### config.mk
export PLATFORM = sky130hd
export DESIGN_NAME = nmea_sentence_framer_checker_top
export DESIGN_NICKNAME = d
export VERILOG_FILES = /design/src/design/nsfc_pkg.sv /design/src/design/nmea_sentence_framer_checker_top.sv /design/src/design/nsfc_in_reg.sv /design/src/design/nsfc_core.sv /design/src/design/nsfc_out_reg.sv
export SDC_FILE = /design/constraint.sdc
export NUM_CORES = 1
export LEC_CHECK = 0
export BUFFER_PORTS_ARGS = -buffer_cell sky130_fd_sc_hd__buf_2
export CORE_ASPECT_RATIO = 0.8
export CORE_MARGIN = 2
export CORE_UTILIZATION = 55
export CTS_BUF_LIST = sky130_fd_sc_hd__clkbuf_16
export CTS_CLUSTER_DIAMETER = 50
export DETAILED_ROUTE_END_ITERATION = 10
export GPL_TIMING_DRIVEN = 0
export PLACE_DENSITY_LB_ADDON = 0.08
export SLEW_MARGIN = 30
export SYNTH_ARGS = -nofsm -noshare
export SYNTH_HDL_FRONTEND = slang
export SYNTH_SLANG_ARGS = --single-unit
### constraint.sdc
create_clock -name clk_i -period 3.8 [get_ports clk_i]
set_clock_uncertainty 0.05 [all_clocks]
set_input_delay 0.38 -clock clk_i [delete_from_list [all_inputs] [get_ports clk_i]]
set_output_delay 0.38 -clock clk_i [all_outputs]
set_load 0.02 [all_outputs]
### src/design/nsfc_pkg.sv
// Package for the sentence framer and checksum checker.
// Holds character codes, status and type codes, the result word and helpers.
// No dependencies.
`timescale 1ns / 1ps

package nsfc_pkg;

  localparam int SentenceCapDef = 128;

  localparam logic [7:0] ChrDollar = 8'h24;
  localparam logic [7:0] ChrStar   = 8'h2A;
  localparam logic [7:0] ChrSpace  = 8'h20;
  localparam logic [7:0] ChrTilde  = 8'h7E;
  localparam logic [7:0] ChrCr     = 8'h0D;
  localparam logic [7:0] ChrLf     = 8'h0A;

  localparam logic [23:0] TagGga = {8'h47, 8'h47, 8'h41};
  localparam logic [23:0] TagRmc = {8'h52, 8'h4D, 8'h43};
  localparam logic [23:0] TagVtg = {8'h56, 8'h54, 8'h47};
  localparam logic [23:0] TagGsa = {8'h47, 8'h53, 8'h41};

  localparam int ResultW = 44;
  localparam int OutDataW = 48;

  typedef enum logic [1:0] {
    ST_GOOD_KNOWN,
    ST_GOOD_UNKNOWN,
    ST_BAD_SUM,
    ST_NO_STAR
  } nsfc_status_e;

  typedef enum logic [2:0] {
    TY_GGA,
    TY_RMC,
    TY_VTG,
    TY_GSA,
    TY_OTHER
  } nsfc_type_e;

  // Last member sits in the lowest bits, so status lands at bit 0.
  typedef struct packed {
    logic [15:0]  good_count;
    logic [6:0]   sentence_length;
    logic [7:0]   received_sum;
    logic [7:0]   computed_sum;
    nsfc_type_e   sentence_type;
    nsfc_status_e status;
  } nsfc_result_t;

  // Bit 4 flags a hex digit, bits 3:0 carry its value.
  function automatic logic [4:0] hex_digit(logic [7:0] c);
    logic [4:0] r;
    r = 5'd0;
    if (c >= 8'h30 && c <= 8'h39) begin
      r = {1'b1, 4'(c - 8'h30)};
    end else if (c >= 8'h41 && c <= 8'h46) begin
      r = {1'b1, 4'(c - 8'h37)};
    end else if (c >= 8'h61 && c <= 8'h66) begin
      r = {1'b1, 4'(c - 8'h57)};
    end
    return r;
  endfunction

  function automatic nsfc_type_e match_type(logic [23:0] tag);
    nsfc_type_e t;
    case (tag)
      TagGga:  t = TY_GGA;
      TagRmc:  t = TY_RMC;
      TagVtg:  t = TY_VTG;
      TagGsa:  t = TY_GSA;
      default: t = TY_OTHER;
    endcase
    return t;
  endfunction

endpackage

### src/design/nmea_sentence_framer_checker_top.sv
// Top level of the sentence framer and checksum checker.
// Depends on nsfc_pkg, nsfc_in_reg, nsfc_core and nsfc_out_reg.
//
// Usage:
//   The slave stream takes one received byte per word on s_axis_tdata.
//   Bytes outside printable ASCII, CR and LF are dropped. '$' opens a
//   sentence; CR or LF closes it and emits one result word on the master
//   stream. A sentence that reaches the size limit is dropped silently.
//   A terminator byte is held in the input register, decoded by the core
//   combinationally and loaded into the result register, which takes the
//   result word only while that register is free.
//   Throughput: one byte per cycle while the master side takes each result
//   word as soon as it is offered.
//   A stalled master side holds the result word and stops the core; the
//   input register takes a byte only while it is empty, then s_axis_tready drops
//   until the waiting result word is taken.
//   Reset clears the sentence state, the good-sentence count and both
//   registers' valid flags; no result is pending after reset.
`timescale 1ns / 1ps

module nmea_sentence_framer_checker_top #(
  parameter int SentenceCap = nsfc_pkg::SentenceCapDef
) (
  input  logic                         clk_i,
  input  logic                         rst_ni,
  input  logic                         s_axis_tvalid,
  output logic                         s_axis_tready,
  input  logic [7:0]                   s_axis_tdata,  // [7:0] rx_byte
  output logic                         m_axis_tvalid,
  input  logic                         m_axis_tready,
  // [1:0] status, [4:2] sentence_type, [12:5] computed_sum,
  // [20:13] received_sum, [27:21] sentence_length, [43:28] good_count, rest zero
  output logic [nsfc_pkg::OutDataW-1:0] m_axis_tdata
);
  import nsfc_pkg::*;

  logic         held_valid;
  logic [7:0]   held_byte;
  logic         out_free;
  logic         step;
  logic         res_valid;
  nsfc_result_t res;
  nsfc_result_t res_out;

  assign step = held_valid && out_free;

  nsfc_in_reg u_in_reg (
    .clk_i      (clk_i),
    .rst_ni     (rst_ni),
    .in_valid_i (s_axis_tvalid),
    .in_ready_o (s_axis_tready),
    .in_byte_i  (s_axis_tdata),
    .take_i     (step),
    .valid_o    (held_valid),
    .byte_o     (held_byte)
  );

  nsfc_core #(
    .SentenceCap (SentenceCap)
  ) u_core (
    .clk_i       (clk_i),
    .rst_ni      (rst_ni),
    .step_i      (step),
    .byte_i      (held_byte),
    .res_valid_o (res_valid),
    .res_o       (res)
  );

  nsfc_out_reg u_out_reg (
    .clk_i   (clk_i),
    .rst_ni  (rst_ni),
    .load_i  (res_valid),
    .res_i   (res),
    .free_o  (out_free),
    .valid_o (m_axis_tvalid),
    .ready_i (m_axis_tready),
    .res_o   (res_out)
  );

  assign m_axis_tdata = {(OutDataW - ResultW)'(0), res_out};

`ifndef NO_ASSERTIONS
  a_known_type_on_good: assert property (@(posedge clk_i) disable iff (!rst_ni)
    m_axis_tvalid && (res_out.status == ST_GOOD_KNOWN) |-> res_out.sentence_type != TY_OTHER)
    else $error("good known sentence reported with other type");

  a_no_star_zero_sum: assert property (@(posedge clk_i) disable iff (!rst_ni)
    m_axis_tvalid && (res_out.status == ST_NO_STAR) |-> res_out.received_sum == 8'h00)
    else $error("received sum nonzero without asterisk");

  a_result_lands: assert property (@(posedge clk_i) disable iff (!rst_ni)
    res_valid |=> m_axis_tvalid)
    else $error("core result not captured in result register");
`endif

endmodule

### src/design/nsfc_in_reg.sv
// Input register for received bytes.
// Holds one word until the core takes it; depends on nothing else.
`timescale 1ns / 1ps

module nsfc_in_reg (
  input  logic       clk_i,
  input  logic       rst_ni,
  input  logic       in_valid_i,
  output logic       in_ready_o,
  input  logic [7:0] in_byte_i,
  input  logic       take_i,
  output logic       valid_o,
  output logic [7:0] byte_o
);

  logic       valid_q;
  logic [7:0] byte_q;

  // A new word may enter while the held one leaves in the same cycle.
  assign in_ready_o = !valid_q || take_i;
  assign valid_o    = valid_q;
  assign byte_o     = byte_q;

  always_ff @(posedge clk_i or negedge rst_ni) begin
    if (!rst_ni) begin
      valid_q <= 1'b0;
    end else if (in_ready_o) begin
      valid_q <= in_valid_i;
    end
  end

  always_ff @(posedge clk_i) begin
    if (in_ready_o && in_valid_i) begin
      byte_q <= in_byte_i;
    end
  end

endmodule

### src/design/nsfc_core.sv
// Sentence state and per-byte update: framing, XOR sum, hex checksum, type tag.
// Depends on nsfc_pkg.
`timescale 1ns / 1ps

module nsfc_core #(
  parameter int SentenceCap = nsfc_pkg::SentenceCapDef
) (
  input  logic                  clk_i,
  input  logic                  rst_ni,
  input  logic                  step_i,
  input  logic [7:0]            byte_i,
  output logic                  res_valid_o,
  output nsfc_pkg::nsfc_result_t res_o
);
  import nsfc_pkg::*;

  localparam int CntW = $clog2(SentenceCap);
  localparam logic [CntW-1:0] LastPos = CntW'(SentenceCap - 1);
  localparam logic [CntW-1:0] Pos1 = CntW'(1);
  localparam logic [CntW-1:0] Pos3 = CntW'(3);
  localparam logic [CntW-1:0] Pos4 = CntW'(4);
  localparam logic [CntW-1:0] Pos5 = CntW'(5);
  localparam logic [CntW-1:0] Pos6 = CntW'(6);

  logic            in_frame_q, in_frame_d;
  logic [CntW-1:0] cnt_q, cnt_d;
  logic [7:0]      xor_q, xor_d;
  logic            star_q, star_d;
  logic            hex_open_q, hex_open_d;
  logic [7:0]      hex_q, hex_d;
  logic [23:0]     tag_q, tag_d;
  logic [15:0]     total_q, total_d;

  logic             accepted;
  logic             is_term;
  logic [4:0]       hd;
  nsfc_type_e       stype;
  nsfc_status_e     status;
  logic [15:0]      total_inc;
  logic [CntW+6:0]  len_wide;

  assign is_term  = (byte_i == ChrCr) || (byte_i == ChrLf);
  assign accepted = (byte_i >= ChrSpace && byte_i <= ChrTilde) || is_term;
  assign hd       = hex_digit(byte_i);

  always_comb begin
    stype = (cnt_q >= Pos6) ? match_type(tag_q) : TY_OTHER;
    if (!star_q) begin
      status = ST_NO_STAR;
    end else if (xor_q != hex_q) begin
      status = ST_BAD_SUM;
    end else if (stype != TY_OTHER) begin
      status = ST_GOOD_KNOWN;
    end else begin
      status = ST_GOOD_UNKNOWN;
    end
  end

  assign total_inc = total_q + 16'd1;
  assign len_wide  = {7'd0, cnt_q};

  always_comb begin
    res_o.status          = status;
    res_o.sentence_type   = stype;
    res_o.computed_sum    = xor_q;
    res_o.received_sum    = star_q ? hex_q : 8'h00;
    res_o.sentence_length = len_wide[6:0];
    res_o.good_count      = (status == ST_GOOD_KNOWN) ? total_inc : total_q;
  end

  always_comb begin
    in_frame_d  = in_frame_q;
    cnt_d       = cnt_q;
    xor_d       = xor_q;
    star_d      = star_q;
    hex_open_d  = hex_open_q;
    hex_d       = hex_q;
    tag_d       = tag_q;
    total_d     = total_q;
    res_valid_o = 1'b0;

    if (step_i && accepted) begin
      if (byte_i == ChrDollar) begin
        in_frame_d = 1'b1;
        cnt_d      = Pos1;
        xor_d      = 8'h00;
        star_d     = 1'b0;
        hex_open_d = 1'b0;
        hex_d      = 8'h00;
        tag_d      = 24'h0;
      end else if (in_frame_q) begin
        if (is_term || cnt_q >= LastPos) begin
          // Terminator reports the sentence; hitting the size limit drops it.
          res_valid_o = is_term;
          if (is_term) begin
            total_d = res_o.good_count;
          end
          in_frame_d = 1'b0;
          cnt_d      = '0;
          xor_d      = 8'h00;
          star_d     = 1'b0;
          hex_open_d = 1'b0;
          hex_d      = 8'h00;
          tag_d      = 24'h0;
        end else begin
          if (cnt_q == Pos3) begin
            tag_d[23:16] = byte_i;
          end else if (cnt_q == Pos4) begin
            tag_d[15:8] = byte_i;
          end else if (cnt_q == Pos5) begin
            tag_d[7:0] = byte_i;
          end
          if (!star_q) begin
            if (byte_i == ChrStar) begin
              star_d     = 1'b1;
              hex_open_d = 1'b1;
            end else begin
              xor_d = xor_q ^ byte_i;
            end
          end else if (hex_open_q) begin
            if (!hd[4]) begin
              hex_open_d = 1'b0;
            end else begin
              hex_d = {hex_q[3:0], hd[3:0]};
            end
          end
          cnt_d = cnt_q + Pos1;
        end
      end
    end
  end

  always_ff @(posedge clk_i or negedge rst_ni) begin
    if (!rst_ni) begin
      in_frame_q <= 1'b0;
      cnt_q      <= '0;
      xor_q      <= 8'h00;
      star_q     <= 1'b0;
      hex_open_q <= 1'b0;
      hex_q      <= 8'h00;
      tag_q      <= 24'h0;
      total_q    <= 16'h0;
    end else begin
      in_frame_q <= in_frame_d;
      cnt_q      <= cnt_d;
      xor_q      <= xor_d;
      star_q     <= star_d;
      hex_open_q <= hex_open_d;
      hex_q      <= hex_d;
      tag_q      <= tag_d;
      total_q    <= total_d;
    end
  end

endmodule

### src/design/nsfc_out_reg.sv
// Result register driving the outgoing stream.
// Depends on nsfc_pkg for the result word.
`timescale 1ns / 1ps

module nsfc_out_reg (
  input  logic                  clk_i,
  input  logic                  rst_ni,
  input  logic                  load_i,
  input  nsfc_pkg::nsfc_result_t res_i,
  output logic                  free_o,
  output logic                  valid_o,
  input  logic                  ready_i,
  output nsfc_pkg::nsfc_result_t res_o
);
  import nsfc_pkg::*;

  logic         valid_q;
  nsfc_result_t res_q;

  // The register can take a new word if empty or emptied this cycle.
  assign free_o  = !valid_q || ready_i;
  assign valid_o = valid_q;
  assign res_o   = res_q;

  always_ff @(posedge clk_i or negedge rst_ni) begin
    if (!rst_ni) begin
      valid_q <= 1'b0;
    end else if (free_o) begin
      valid_q <= load_i;
    end
  end

  always_ff @(posedge clk_i) begin
    if (free_o && load_i) begin
      res_q <= res_i;
    end
  end

endmodule

======== Word level (Yosys, flattened, before mapping) ========
Index checks and enable logic that the tools add are counted.
word-level totals
  register bits after elaboration ......... 120
  latch bits .............................. 0
  bits in writable memories ............... 0
  bits in read-only memories .............. 0
  bits of input ports ..................... 12
  memories ................................ 0
operators by class
  add/sub/neg operators ................... 5
  multiply operators ...................... 0
  divide/modulo/power cells ............... 0
  $lt $le $gt $ge ......................... 10
  equality and inequality tests ........... 17
  shift operators ......................... 0
  multiplexer cells ....................... 50
  bitwise operators ....................... 2
  reduce and logical (&&, ||, !) cells .... 32
operator list
  kind                                                                      number
  8-bit 2-to-1 mux                                                          15
  24-bit by 23-bit equality test with 1-bit output (second input constant)  4
  24-bit 2-to-1 mux                                                         3
  16-bit 2-to-1 mux                                                         2
  8-bit by 7-bit <= comparator with 1-bit output (second input constant)    3
  7-bit 2-to-1 mux                                                          3
  1-bit 2-to-1 mux                                                          20
  3-bit nonzero test                                                        6
  16-bit by 1-bit adder with 16-bit output (second input constant)          1
  8-bit by 4-bit equality test with 1-bit output (second input constant)    2
  8-bit by 6-bit equality test with 1-bit output (second input constant)    2
  8-bit by 6-bit >= comparator with 1-bit output (second input constant)    2
  8-bit by 7-bit >= comparator with 1-bit output (second input constant)    2
  5-bit 2-to-1 mux                                                          3
  5-bit AND reduction                                                       3
  7-bit by 3-bit equality test with 1-bit output (second input constant)    2
  3-bit case mux with 4 select lines                                        1
  3-bit by 1-bit != test with 1-bit output (second input constant)          3
  8-bit by 6-bit <= comparator with 1-bit output (second input constant)    1
  1-bit logical AND                                                         8
  8-bit != test                                                             1
  4-bit AND reduction                                                       2
  4-bit by 3-bit subtractor with 4-bit output (second input constant)       2
  8-bit bitwise XOR                                                         1
  other kinds (16)                                                          24

======== Longest topological paths before layout ========
Gate-level depths: netlist (run 1).
  word-level depth ........................ 11
  depth in mapped cells ................... 10

======== By module ========
From an unflattened synthesis (run 1), not the netlist that was laid out.
second synthesis, totals
  cell total of the unflattened synthesis .. 482
  area total of the unflattened synthesis .. 5934.4 µm²
by module, submodules not included
  module                            times used  cells an instance  area each (µm²)  sequential area each (µm²)
  nsfc_core                         1           416                4225.3           1651.6
  nsfc_out_reg                      1           48                 1375.1           1346.3
  nsfc_in_reg                       1           12                 294.0            265.3
  nmea_sentence_framer_checker_top  1           6                  40.0             0.0

======== Worst setup path after synthesis (run 1) ========
No wires, ideal clock.
  path type ............................... flip-flop to flip-flop
  start ................................... register u_in_reg.byte_q[0], in the netlist u_in_reg.byte_o[0]
  end ..................................... register u_out_reg.res_q, in the netlist u_out_reg.res_o[0] (enable)
  arrival time ............................ 2.675 ns
  required time ........................... 3.352 ns
  path slack .............................. 0.677 ns
  cell stages (with the launch flop) ...... 9
  path buffers ............................ 2
  path through ............................ edfxtp_1 -> clkbuf_1 -> inv_1 -> ha_1 -> mux2i_1 -> nor4_4 -> nand3_2 -> buf_2 -> inv_1
on the way
  cells in the longest elaborated chain, start to end .. 8
  elaborated cells between the ends (all ways) .. 15
  those cells by class .................... order compare: 2; eq/ne: 3; mux: 4; reduce/logical: 6
RTL lines
  what                                            RTL line            source
  start, declared                                 nsfc_in_reg.sv:17   logic [7:0] byte_q;
  start signal, assigned                          nsfc_in_reg.sv:34   byte_q <= in_byte_i;
  8-bit by 4-bit equality test with 1-bit output  nsfc_core.sv:42     assign is_term = (byte_i == ChrCr) || (byte_i == ChrLf);
  1-bit logical OR                                nsfc_core.sv:42
  1-bit logical OR                                nsfc_core.sv:92     if (is_term || cnt_q >= LastPos) begin
  1-bit 2-to-1 mux                                nsfc_core.sv:92
  1-bit 2-to-1 mux                                nsfc_core.sv:91     end else if (in_frame_q) begin
  1-bit 2-to-1 mux                                nsfc_core.sv:83     if (byte_i == ChrDollar) begin
  1-bit 2-to-1 mux (*)                            nsfc_core.sv:82     if (step_i && accepted) begin
  1-bit logical AND (*)                           nsfc_out_reg.sv:34  if (free_o && load_i) begin
  end signal, assigned                            nsfc_out_reg.sv:35  res_q <= res_i;
  end, declared                                   nsfc_out_reg.sv:18  nsfc_result_t res_q;
Mark *: on every way between the ends. The rest lies on a longest branch, timed or not.
A chain may end at the register's enable or synchronous reset.

======== Worst setup path in the final report (run 1) ========
  start ................................... register u_in_reg.byte_q[1], in the netlist u_in_reg.byte_o[1]
  end ..................................... register u_out_reg.res_q, in the netlist u_out_reg.res_o[27] (enable)
The elaborated chain is that of the path after synthesis.

==> metrics.cfg, run 1 <==
[status]
outcome = complete, no violations

[finish]
drive_above_1_share_pct = 26.6
finalNonFillerCells = 682
nets = 554
antenna_cells = 0
utilization_pct = 68.4
area_growth_pct = 19.0

[timing]
setup_viol = 0
worstMarginPinSlew_ns = 0.668
min_period_ns = 3.11
fin_setup_tns_ns = 0
hold_viol = 0
maxClockFrequency_mhz = 321
hold_ws_ns = 0.0945
slew_violations = 0
rsz0062_at_grt = no
fin_crit_sh_pct = 81.9
relSlewSlack_pct = 55.1

[routing]
via_per_inst = 5.52
dr.pass1.iters = 4
wl_um = 11100
drt_iter0_drc = 266
ant_nets = 0
drcViolationCount = 0
vias = 3768
wl_per_cell_um = 16.3

[critical_path]
worstSetupPathType = reg -> reg
rr_worst_depth = 9
start_kind = flip-flop
timing.rr.start = u_in_reg.byte_o[1]
cp-end-kind = flip-flop
cp.arrival_ns = 3.16
r2r_slack_ns = 0.69
path_max_fanout = 34
rr_endpoint = u_out_reg.res_o[27]
cp.required_ns = 3.85

[cts]
cts_num_sinks = 120
clkTransAtPathRegs_ns = 0.05
clk_path_buf_depth = 2
tritoncts = built
htree_levels = 4
worstSkewPairLatency_ns = 0.41
cts_root_buf = clkbuf_16
cts_resized = 0
cts_setup_buffers = 0
numCtsBuffers = 17

[worst_hold_path]
holdPathStages = 1
hold_path.class = in -> reg
holdPathEnd = u_in_reg.byte_o[3]
worstHoldStart = s_axis_tdata[3]

[logic_synthesis]
syn_inst = 451
synth-xor-area-share_pct = 6.40
netlist_area_mm2 = 0.00561
synth_top_family_by_area = simple AND/OR/NAND/NOR gates
ys_warn_count = 0
seq_area_frac_synth_pct = 58.1
synth_compound_area_share_pct = 11.0
synthSimpleGateAreaFrac_pct = 17.0
synthArstFlopShare_pct = 56.7
synth_edf_count = 52
synthAdderAreaFrac_pct = 2.01
ys_ff_latch = 120
syn_area_per_cell_um2 = 12.4
muxShareOfSynthArea_pct = 2.76
synthDistinctLibCells = 64
synth_ff_type = dfrtp_1

[place]
place_inst = 649
io_buffer_count = 57
hpwl_um = 7880
place_congestion = 0.832

[die]
io_pins = 62
core_area_mm2 = 0.00977
die_y_um = 94.4
die_w_um = 117
start_util_pct = 57.5
row_count = 32
die_area_mm2 = 0.0110

[global_route]
grt_pass1_wl_um = 18300
track_usage_pct = 22.2
grt_pass1_vias = 3554
antenna_found_initial = 0
overflow = 0
grt_start_max_net_pins = 36

[pwr]
power.leakage_nw = 3.14
power_w = 0.00309
p_per_area_mw_per_mm2 = 462
vdd_drop_max_uv = 427

[run]
maxCapViolations = 0

==> placed cells by master (no fill, tap or decap), types with 6 or more instances in the layout <==
cell,netlist,routed
inv_1,13,15
nor4_1,8,8
and3_1,8,8
buf_2,8,64
nand2b_1,7,7
and2_1,16,16
nor3_1,6,6
mux2_2,12,12
dfrtp_1,68,68
ha_1,9,9
clkbuf_1,6,6
nor3b_1,6,6
nand3_1,10,10
edfxtp_1,52,52
nand2_1,17,17
o21ai_0,24,24
clkbuf_16,0,17
a21oi_1,14,14
a22o_1,19,19
nor2_1,25,25
xor2_1,38,38
nor3_2,9,9
==> critical path, stage by stage, from the launching register on <==
cell      delay, ns
edfxtp_1       0.41
clkbuf_1       0.25
inv_1          0.21
ha_1           0.22
mux2i_1        0.14
nor4_4         0.38
nand3_2        0.28
buf_2          0.30
inv_2          0.29
buf_12         0.25
==> through the flow <==
step	instance area (um^2)	worst slack, ns
after floorplan	5630	0.677
after global placement	6080	-0.0657
after detailed placement	6120	0.697
after CTS	6680	0.681
after global routing	6680	0.415
final	6680	0.689
==> cells in the mapped netlist, drive strengths merged, types with 2 or more instances <==
master / number / share of area (%)
nor4: 11 / 1.7
nor3: 15 / 2.1
a22o: 20 / 3.1
xnor2: 3 / 0.47
dfrtp: 68 / 30
o21ai: 30 / 3.0
or3: 6 / 0.69
mux2i: 2 / 0.36
nor3b: 6 / 0.80
nor2b: 5 / 0.56
xor2: 38 / 5.9
o2bb2ai: 2 / 0.31
and2b: 2 / 0.31
nand3: 13 / 1.6
o31ai: 4 / 0.53
a31oi: 2 / 0.22
and4: 2 / 0.31
a41oi: 2 / 0.31
nor4b: 3 / 0.74
nand4: 3 / 0.33
and2: 16 / 1.8
or2: 3 / 0.33
nand2: 17 / 1.1
clkbuf: 6 / 0.40
o21bai: 2 / 0.27
nand2b: 7 / 0.78
and3: 8 / 0.89
buf: 13 / 1.4
nor2: 26 / 1.8
edfxtp: 52 / 28
inv: 13 / 0.87
a21oi: 15 / 1.4
mux2: 12 / 2.4
ha: 9 / 2.0
==> power breakdown <==
| part | internal [W] | switching [W] | leakage (nW) | total (W) |
|---|---|---|---|---|
| clock network | 0.000939 | 0.000533 | 0.276 | 0.00147 |
| registers | 0.00138 | 0.0000334 | 1.51 | 0.00141 |
| logic | 0.0000694 | 0.000131 | 1.36 | 0.000201 |
| total | 0.00239 | 0.000698 | 3.14 | 0.00309 |
==> worst max path at each step <==
stage / from / end / slack (ns) / cells after the start
after detailed placement: u_in_reg.byte_o[1] / u_out_reg.res_o[18] / 0.70 / 9
after CTS: u_in_reg.byte_o[1] / u_out_reg.res_o[27] / 0.68 / 9
final: u_in_reg.byte_o[1] / u_out_reg.res_o[27] / 0.69 / 9
after floorplan: u_in_reg.byte_o[0] / u_out_reg.res_o[0] / 0.68 / 8
after global routing: u_in_reg.byte_o[1] / u_out_reg.res_o[27] / 0.42 / 9
after global placement: u_in_reg.byte_o[0] / u_out_reg.res_o[18] / -0.07 / 8
==> final cells by class <==
cell class                 instances  area [um^2]
multi-input combinational        302         2210
buffer                            19          104
clock inverter                    15          121
inverter                          13         48.8
tap                              136          170
timing repair buffer              60          338
sequential                       120         3260
clock buffer                      17          425
fill                             735         3090
==> cell families after synthesis <==
group,Yosys count
AO/OA/AOI/OAI,85
XOR/XNOR,41
adder cells (fa/ha/maj),9
buffers and inverters,32
flip-flops,120
multiplexers,14
other,1
AND/OR/NAND/NOR,149
==> repair_timing <==
action | CTS | global route
hold endpoints to repair | 33 | 0
endpoints found under the setup margin | 0 | 0
hold buffers | 1 | 0
==> state kept, by name, summed over array words and instances (netlist names), 7 cells and up <==
register         count
u_core.tag_q        24
u_core.total_q      16
u_core.cnt_q         7
u_in_reg.byte_o      8
u_core.hex_q         8
u_out_reg.res_o     44
u_core.xor_q         8
==> per-layer routing <==
layer  vias to the layer above  share of wire, %  routed length (um)  global-route usage, %
met5                         -                 0                   0                      0
met4                         0               1.4                 160                   7.94
met3                        17               5.7                 637                   5.39
met2                       109                42                4680                   29.7
met1                      1828                51                5620                   35.1
li1                       1814                 -                   -                      -
(Power assumes the default switching activity.)
==> run 2: changes to the inputs <==
--- a/config.mk
+++ b/config.mk
@@ -5,10 +5,11 @@
 export SDC_FILE = /design/constraint.sdc
 export NUM_CORES = 1
 export LEC_CHECK = 0
+export ABC_AREA = 1
 export BUFFER_PORTS_ARGS = -buffer_cell sky130_fd_sc_hd__buf_2
 export CORE_ASPECT_RATIO = 0.8
 export CORE_MARGIN = 2
-export CORE_UTILIZATION = 55
+export CORE_UTILIZATION = 53
 export CTS_BUF_LIST = sky130_fd_sc_hd__clkbuf_16
 export CTS_CLUSTER_DIAMETER = 50
 export DETAILED_ROUTE_END_ITERATION = 10
==> constraint.sdc (replaced) <==
create_clock -name clk_i -period 2.7 [get_ports clk_i]
set_clock_uncertainty 0.05 [all_clocks]
set_input_delay 0.27 -clock clk_i [delete_from_list [all_inputs] [get_ports clk_i]]
set_output_delay 0.27 -clock clk_i [all_outputs]
set_load 0.02 [all_outputs]
==> metrics.cfg, run 2 <==
[die]
io_pins = 62  ; unchanged
die_w_um = 123  ; +5.4%
die_y_um = 99.4  ; +5.4%
start_util_pct = 55.0  ; -2.5 points
die_area_mm2 = 0.0123  ; +11%
row_count = 34  ; +6.3%
core_area_mm2 = 0.0110  ; +12%

[critical_path]
cp.arrival_ns = 2.54  ; -0.62 ns
path_max_fanout = 53  ; +56%
cp_cell_sequence = inv_2, ha_1, nand3_2, a21oi_2, nand2_2, nor4_4, buf_8
cp-end-kind = flip-flop
start_kind = flip-flop
cp_top_family = simple AND/OR/NAND/NOR gates
cpPeakStageDelay_ns = 0.52  ; +0.11 ns
critPathBufInv = 2  ; -3
cpMaxStageDelayCell = edfxtp_1
cp.required_ns = 2.73  ; -1.12 ns
worstSetupPathType = reg -> reg

[routing]
routed.top_layer = met4
route.met3.wl_um = 1030  ; +62%
drcViolationCount = 0  ; unchanged
dr.pass1.iters = 5  ; +1
dr_wl_met2_um = 5900  ; +26%
wirelength_met1_um = 6920  ; +23%
vias = 4955  ; +32%
via_per_inst = 5.27  ; -4.7%
ant_nets = 0  ; unchanged
wl_per_cell_um = 15.0  ; -8.0%
wl_um = 14100  ; +27%
drt_iter0_drc = 558  ; +110%

[pwr]
p_per_area_mw_per_mm2 = 783  ; +69%
vdd_drop_max_uv = 652  ; +53%
power.leakage_nw = 3.44  ; +9.4%

[logic_synthesis]
synth-xor-area-share_pct = 3.05  ; -3.3 points
synth_top_cell_by_area = dfrtp_1
ys_ff_latch = 120  ; unchanged
synthArstFlopShare_pct = 56.7  ; unchanged
synth_commonest_cells = nand2_1, dfrtp_1, nor2_1
seq_area_frac_synth_pct = 54.1  ; -4.0 points
synth_compound_area_share_pct = 4.60  ; -6.4 points
synthAdderAreaFrac_pct = 1.87  ; -0.14 points
syn_area_per_cell_um2 = 8.68  ; -30%
yosysMostFrequentCell = nand2_1
synth_top_cells_by_area = dfrtp_1, edfxtp_1, nand2_1, nand3_1, nor2_1
synthSimpleGateAreaFrac_pct = 29.4  ; +12 points
synthDistinctLibCells = 39  ; -39%
muxShareOfSynthArea_pct = 0  ; -2.8 points
yosysTopAreaCellShare_pct = 28.2  ; -2.1 points
synth_ff_type = dfrtp_1
synth_edf_count = 52  ; unchanged
ys_warn_count = 0  ; unchanged
synth_top_family_by_area = simple AND/OR/NAND/NOR gates
netlist_area_mm2 = 0.00603  ; +7.5%
syn_inst = 695  ; +54%

[finish]
layout_common_cells = nand2_1, dfrtp_1, nor2_1
antenna_cells = 0  ; unchanged
fillers = 910  ; +24%
largest_register_ffs = 44  ; unchanged
nets = 805  ; +45%
area_growth_pct = 20.6
mostFrequentLayoutCell = nand2_1
drive_above_1_share_pct = 16.7  ; -9.9 points

[cts]
cts_root_buf = clkbuf_16
cts_num_sinks = 120  ; unchanged
tritoncts = built
htree_levels = 4  ; unchanged
clk_path_buf_depth = 2  ; unchanged
numCtsBuffers = 17  ; unchanged
clkTransAtPathRegs_ns = 0.05  ; about the same
worstSkewPairLatency_ns = 0.42  ; about the same

[timing]
fin_crit_sh_pct = 93.2  ; +11 points
slew_violations = 0  ; unchanged
hold_ws_ns = 0.0356  ; -0.0589 ns
relSlewSlack_pct = 60.0  ; +4.9 points
setup_viol = 0  ; unchanged
maxClockFrequency_mhz = 397  ; +24%
min_period_ns = 2.52  ; -0.596 ns
fin_setup_tns_ns = 0  ; unchanged
hold_viol = 0  ; unchanged
rsz0062_at_grt = no
worstMarginPinSlew_ns = 0.600  ; -0.0678 ns

[run]
maxCapViolations = 0  ; unchanged

[global_route]
antenna_found_initial = 0  ; unchanged
grt_pass1_wl_um = 23300  ; +27%
track_usage_pct = 25.1  ; +2.9 points
grt_pass1_vias = 4641  ; +31%
overflow = 0  ; unchanged
grt_start_max_net_pins = 54  ; +50%

[worst_hold_path]
hold_path.class = in -> reg

[place]
hpwl_um = 9890  ; +25%
place_congestion = 0.873  ; +4.9%
io_buffer_count = 57  ; unchanged

[status]
outcome = complete, no violations

[run 2: changes by cell type in the layout (fill, tap and decap cells not counted), moves of 8 or more]
| cell | change |
|---|---|
| mux2_2 | -12 |
| o21ai_0 | -13 |
| xor2_1 | -25 |
| dlygate4sd3_1 | +8 |
| inv_1 | +49 |
| nand3b_1 | +8 |
| nor3_2 | -9 |
| nand3_1 | +45 |
| nand4_1 | +16 |
| o21ai_1 | +18 |
| nor2_1 | +42 |
| and2_1 | -9 |
| nand2_1 | +198 |
| a22o_1 | -19 |
[run 2: repair_timing]
action                     CTS  global route
setup endpoints to repair   53            53
gates resized for setup      2             3
gates cloned                 0             0
setup buffers                0             0
hold endpoints to repair    29             0
hold buffers                 9             0
[run 2: cell type report]
class                           instances  area (um^2)  share of cell area (%)
Multi-Input combinational cell        483         2370                    32.6
Tap cell                              144          180                    2.48
Clock buffer                           17          425                    5.85
Sequential cell                       120         3260                    44.8
Inverter                               74          279                    3.83
Clock inverter                         15          201                    2.77
Buffer                                 21          151                    2.08
Timing Repair Buffer                   67          405                    5.57
[run 2: worst paths after layout]
path                       slack, ns  cells after the start               start                   to
max                             0.18                      7  u_in_reg.byte_o[0]  u_out_reg.res_o[27]
min                             0.04                      3       s_axis_tvalid     u_in_reg.valid_o
min reg2reg                     0.42                      2     u_core.tag_q[7]      u_core.tag_q[7]
max in group asynchronous       1.79                      3              rst_ni      u_core.hex_q[5]
max reg2reg                     0.18                      7  u_in_reg.byte_o[0]  u_out_reg.res_o[27]
min in group asynchronous       0.25                      2              rst_ni     u_core.tag_q[15]
[run 2: per-stage QoR]
stage	cells	util (%)	area, um^2	setup slack, ns	total power (W)
after floorplan	698	-	6050	0.196	0.00304
after global placement	899	59.3	6510	-0.539	0.00326
after detailed placement	900	59.6	6540	-0.234	0.00331
after CTS	941	66.3	7270	0.0663	0.00571
after global routing	941	66.3	7280	0.0263	0.00599
final	941	66.3	7280	0.184	0.00570
[run 2: logic make-up after synthesis]
| group | Yosys count |
|---|---|
| simple gates | 398 |
| flops | 120 |
| buf+inv | 95 |
| compound gates | 51 |
| xor+xnor | 21 |
| fa+ha+maj | 9 |
| other cells | 1 |
[run 2: routing by layer]
metal | up-vias | GRT usage (%)
li1 | 2436 | -
met1 | 2316 | 37.9
met2 | 183 | 35.0
met3 | 20 | 6.65
met4 | 0 | 8.65
met5 | - | 0
[run 2: worst min-delay path, stage by stage]
cell	delay, ns
buf_2	0.07
nand2_1	0.07
nand2_1	0.06
[run 2: report_power, final]
group | total [W] | internal, W | leakage (nW) | switching, W
logic | 0.000896 | 0.000332 | 1.79 | 0.000563
clock network | 0.00238 | 0.00155 | 0.301 | 0.000839
registers | 0.00242 | 0.00216 | 1.34 | 0.000258
total | 0.00570 | 0.00404 | 3.44 | 0.00166
==> run 3: changes to the inputs <==
--- a/config.mk
+++ b/config.mk
@@ -10,7 +10,7 @@
 export CORE_ASPECT_RATIO = 0.8
 export CORE_MARGIN = 2
 export CORE_UTILIZATION = 53
-export CTS_BUF_LIST = sky130_fd_sc_hd__clkbuf_16
+export CTS_BUF_LIST = sky130_fd_sc_hd__clkbuf_4 sky130_fd_sc_hd__clkbuf_8 sky130_fd_sc_hd__clkbuf_16
 export CTS_CLUSTER_DIAMETER = 50
 export DETAILED_ROUTE_END_ITERATION = 10
 export GPL_TIMING_DRIVEN = 0
==> metrics.cfg, run 3 (synthesis gave the netlist of run 2 again) <==
[status]
outcome = complete, no violations

[global_route]
grt_pass1_wl_um = 23300  ; about the same
overflow = 0  ; unchanged
antenna_found_initial = 0  ; unchanged
track_usage_pct = 25.1  ; unchanged
grt_start_max_net_pins = 54  ; unchanged
grt_pass1_vias = 4627  ; -0.30%

[routing]
vias = 4979  ; +0.48%
drcViolationCount = 0  ; unchanged
via_per_inst = 5.29  ; +0.48%
wl_per_cell_um = 15.1  ; +0.56%
drt_iter0_drc = 509  ; -8.8%
ant_nets = 0  ; unchanged
wl_um = 14200  ; +0.56%
dr.pass1.iters = 6  ; +1

[cts]
clkTransAtPathRegs_ns = 0.05  ; about the same
htree_levels = 4  ; unchanged
worstSkewPairLatency_ns = 0.42  ; about the same
cts_setup_buffers = 0  ; unchanged
numCtsBuffers = 17  ; unchanged
cts_root_buf = clkbuf_16
clk_path_buf_depth = 2  ; unchanged
cts_num_sinks = 120  ; unchanged
tritoncts = built

[finish]
layout_common_cells = nand2_1, dfrtp_1, nor2_1
drive_above_1_share_pct = 16.8  ; +0.13 points
area_growth_pct = 20.8
fillers = 907  ; -0.33%
fin_area_mm2 = 0.00729  ; +0.14%
antenna_cells = 0  ; unchanged
nets = 805  ; unchanged
mostFrequentLayoutCell = nand2_1
finalNonFillerCells = 941  ; unchanged
largest_register_ffs = 44  ; unchanged

[critical_path]
cp_cell_sequence = inv_2, ha_1, nand3_2, a21oi_2, nand2_2, nor4_4, buf_8
cpPeakStageDelay_ns = 0.52  ; about the same
cp.required_ns = 2.73  ; about the same
worstSetupPathType = reg -> reg
path_max_fanout = 53  ; unchanged
critPathBufInv = 2  ; unchanged
cp-end-kind = flip-flop
cp.arrival_ns = 2.56  ; +0.02 ns
start_kind = flip-flop
cp_top_family = simple AND/OR/NAND/NOR gates
cpMaxStageDelayCell = edfxtp_1

[worst_hold_path]
hold_path.class = in -> reg

[place]
place_inst = 900  ; unchanged
dpl_cell_area_mm2 = 0.00654  ; unchanged
io_buffer_count = 57  ; unchanged
place_congestion = 0.873  ; unchanged
post-place-ws_ns = -0.234  ; unchanged
hpwl_um = 9890  ; unchanged

[timing]
min_period_ns = 2.53  ; +0.00958 ns
worstMarginPinSlew_ns = 0.614  ; +0.0143 ns
fin_crit_sh_pct = 93.5  ; +0.35 points
relSlewSlack_pct = 59.0  ; -0.96 points
setup_viol = 0  ; unchanged
slew_violations = 0  ; unchanged
rsz0062_at_grt = no
maxClockFrequency_mhz = 396  ; -0.38%
hold_viol = 0  ; unchanged
layout_setup_ws_ns = 0.175  ; -0.00958 ns

[run]
maxCapViolations = 0  ; unchanged

[die]
io_pins = 62  ; unchanged
die_y_um = 99.4  ; unchanged
start_util_pct = 55.0  ; unchanged
row_count = 34  ; unchanged
core_area_mm2 = 0.0110  ; unchanged
die_area_mm2 = 0.0123  ; unchanged
die_w_um = 123  ; unchanged

[pwr]
vdd_drop_max_uv = 652  ; about the same
power.leakage_nw = 3.44  ; +0.16%
p_per_area_mw_per_mm2 = 786  ; +0.43%

[run 3: timing repair]
action,4_1_cts,5_1_grt
setup endpoints to repair,53,53
hold endpoints to repair,29,0
hold buffers,9,0
resized for setup,2,3
[run 3: through the flow]
stage	power (W)	hold WS [ns]	setup TNS [ns]	utilization (%)
global route	0.00602	0.0276	0	66.4
detailed placement	0.00331	0.156	-11.04	59.6
finish	0.00573	0.0330	0	66.4
CTS	0.00574	0.0133	0	66.4
floorplan	0.00304	-0.0756	0	-
global placement	0.00326	0.396	-26.93	59.3
[run 3: worst reg2reg max path: cells and delay by family, from the launching register on]
family	cells	cell delay (ns)
simple gates	3	0.62
compound gates	1	0.17
fa+ha+maj	1	0.21
flops	1	0.52
buf+inv	2	0.55
[run 3: area by class of cell]
type,instances,area [um^2],area share [%]
Inverter,74,279,3.83
Timing Repair Buffer,67,405,5.56
Sequential cell,120,3260,44.8
Buffer,21,151,2.08
Clock inverter,14,198,2.71
Multi-Input combinational cell,483,2370,32.5
Clock buffer,18,439,6.03
Tap cell,144,180,2.47
[run 3: final timing paths]
check	slack, ns	depth (start not counted)	endpoint	from
setup / recovery	0.17	7	u_out_reg.res_o[3]	u_in_reg.byte_o[0]
hold / removal	0.03	3	u_in_reg.valid_o	s_axis_tvalid
setup reg to reg	0.17	7	u_out_reg.res_o[3]	u_in_reg.byte_o[0]
hold reg to reg	0.42	2	u_core.tag_q[7]	u_core.tag_q[7]
max in group asynchronous	1.79	3	u_core.hex_q[5]	rst_ni
min in group asynchronous	0.25	2	u_core.tag_q[11]	rst_ni
[run 3: report_power, final]
| group | internal (W) | switching [W] | leakage, nW | total, W |
|---|---|---|---|---|
| Clock | 0.00157 | 0.000842 | 0.307 | 0.00242 |
| Sequential | 0.00216 | 0.000258 | 1.34 | 0.00242 |
| Combinational | 0.000332 | 0.000565 | 1.79 | 0.000897 |
| Total | 0.00407 | 0.00166 | 3.44 | 0.00573 |
[run 3: layer usage]
layer  track usage [%]  part of all wire [%]
met1              37.9                    49
met2              35.0                    42
met3              6.65                   7.3
met5                 0                     0
met4              8.65                   1.7
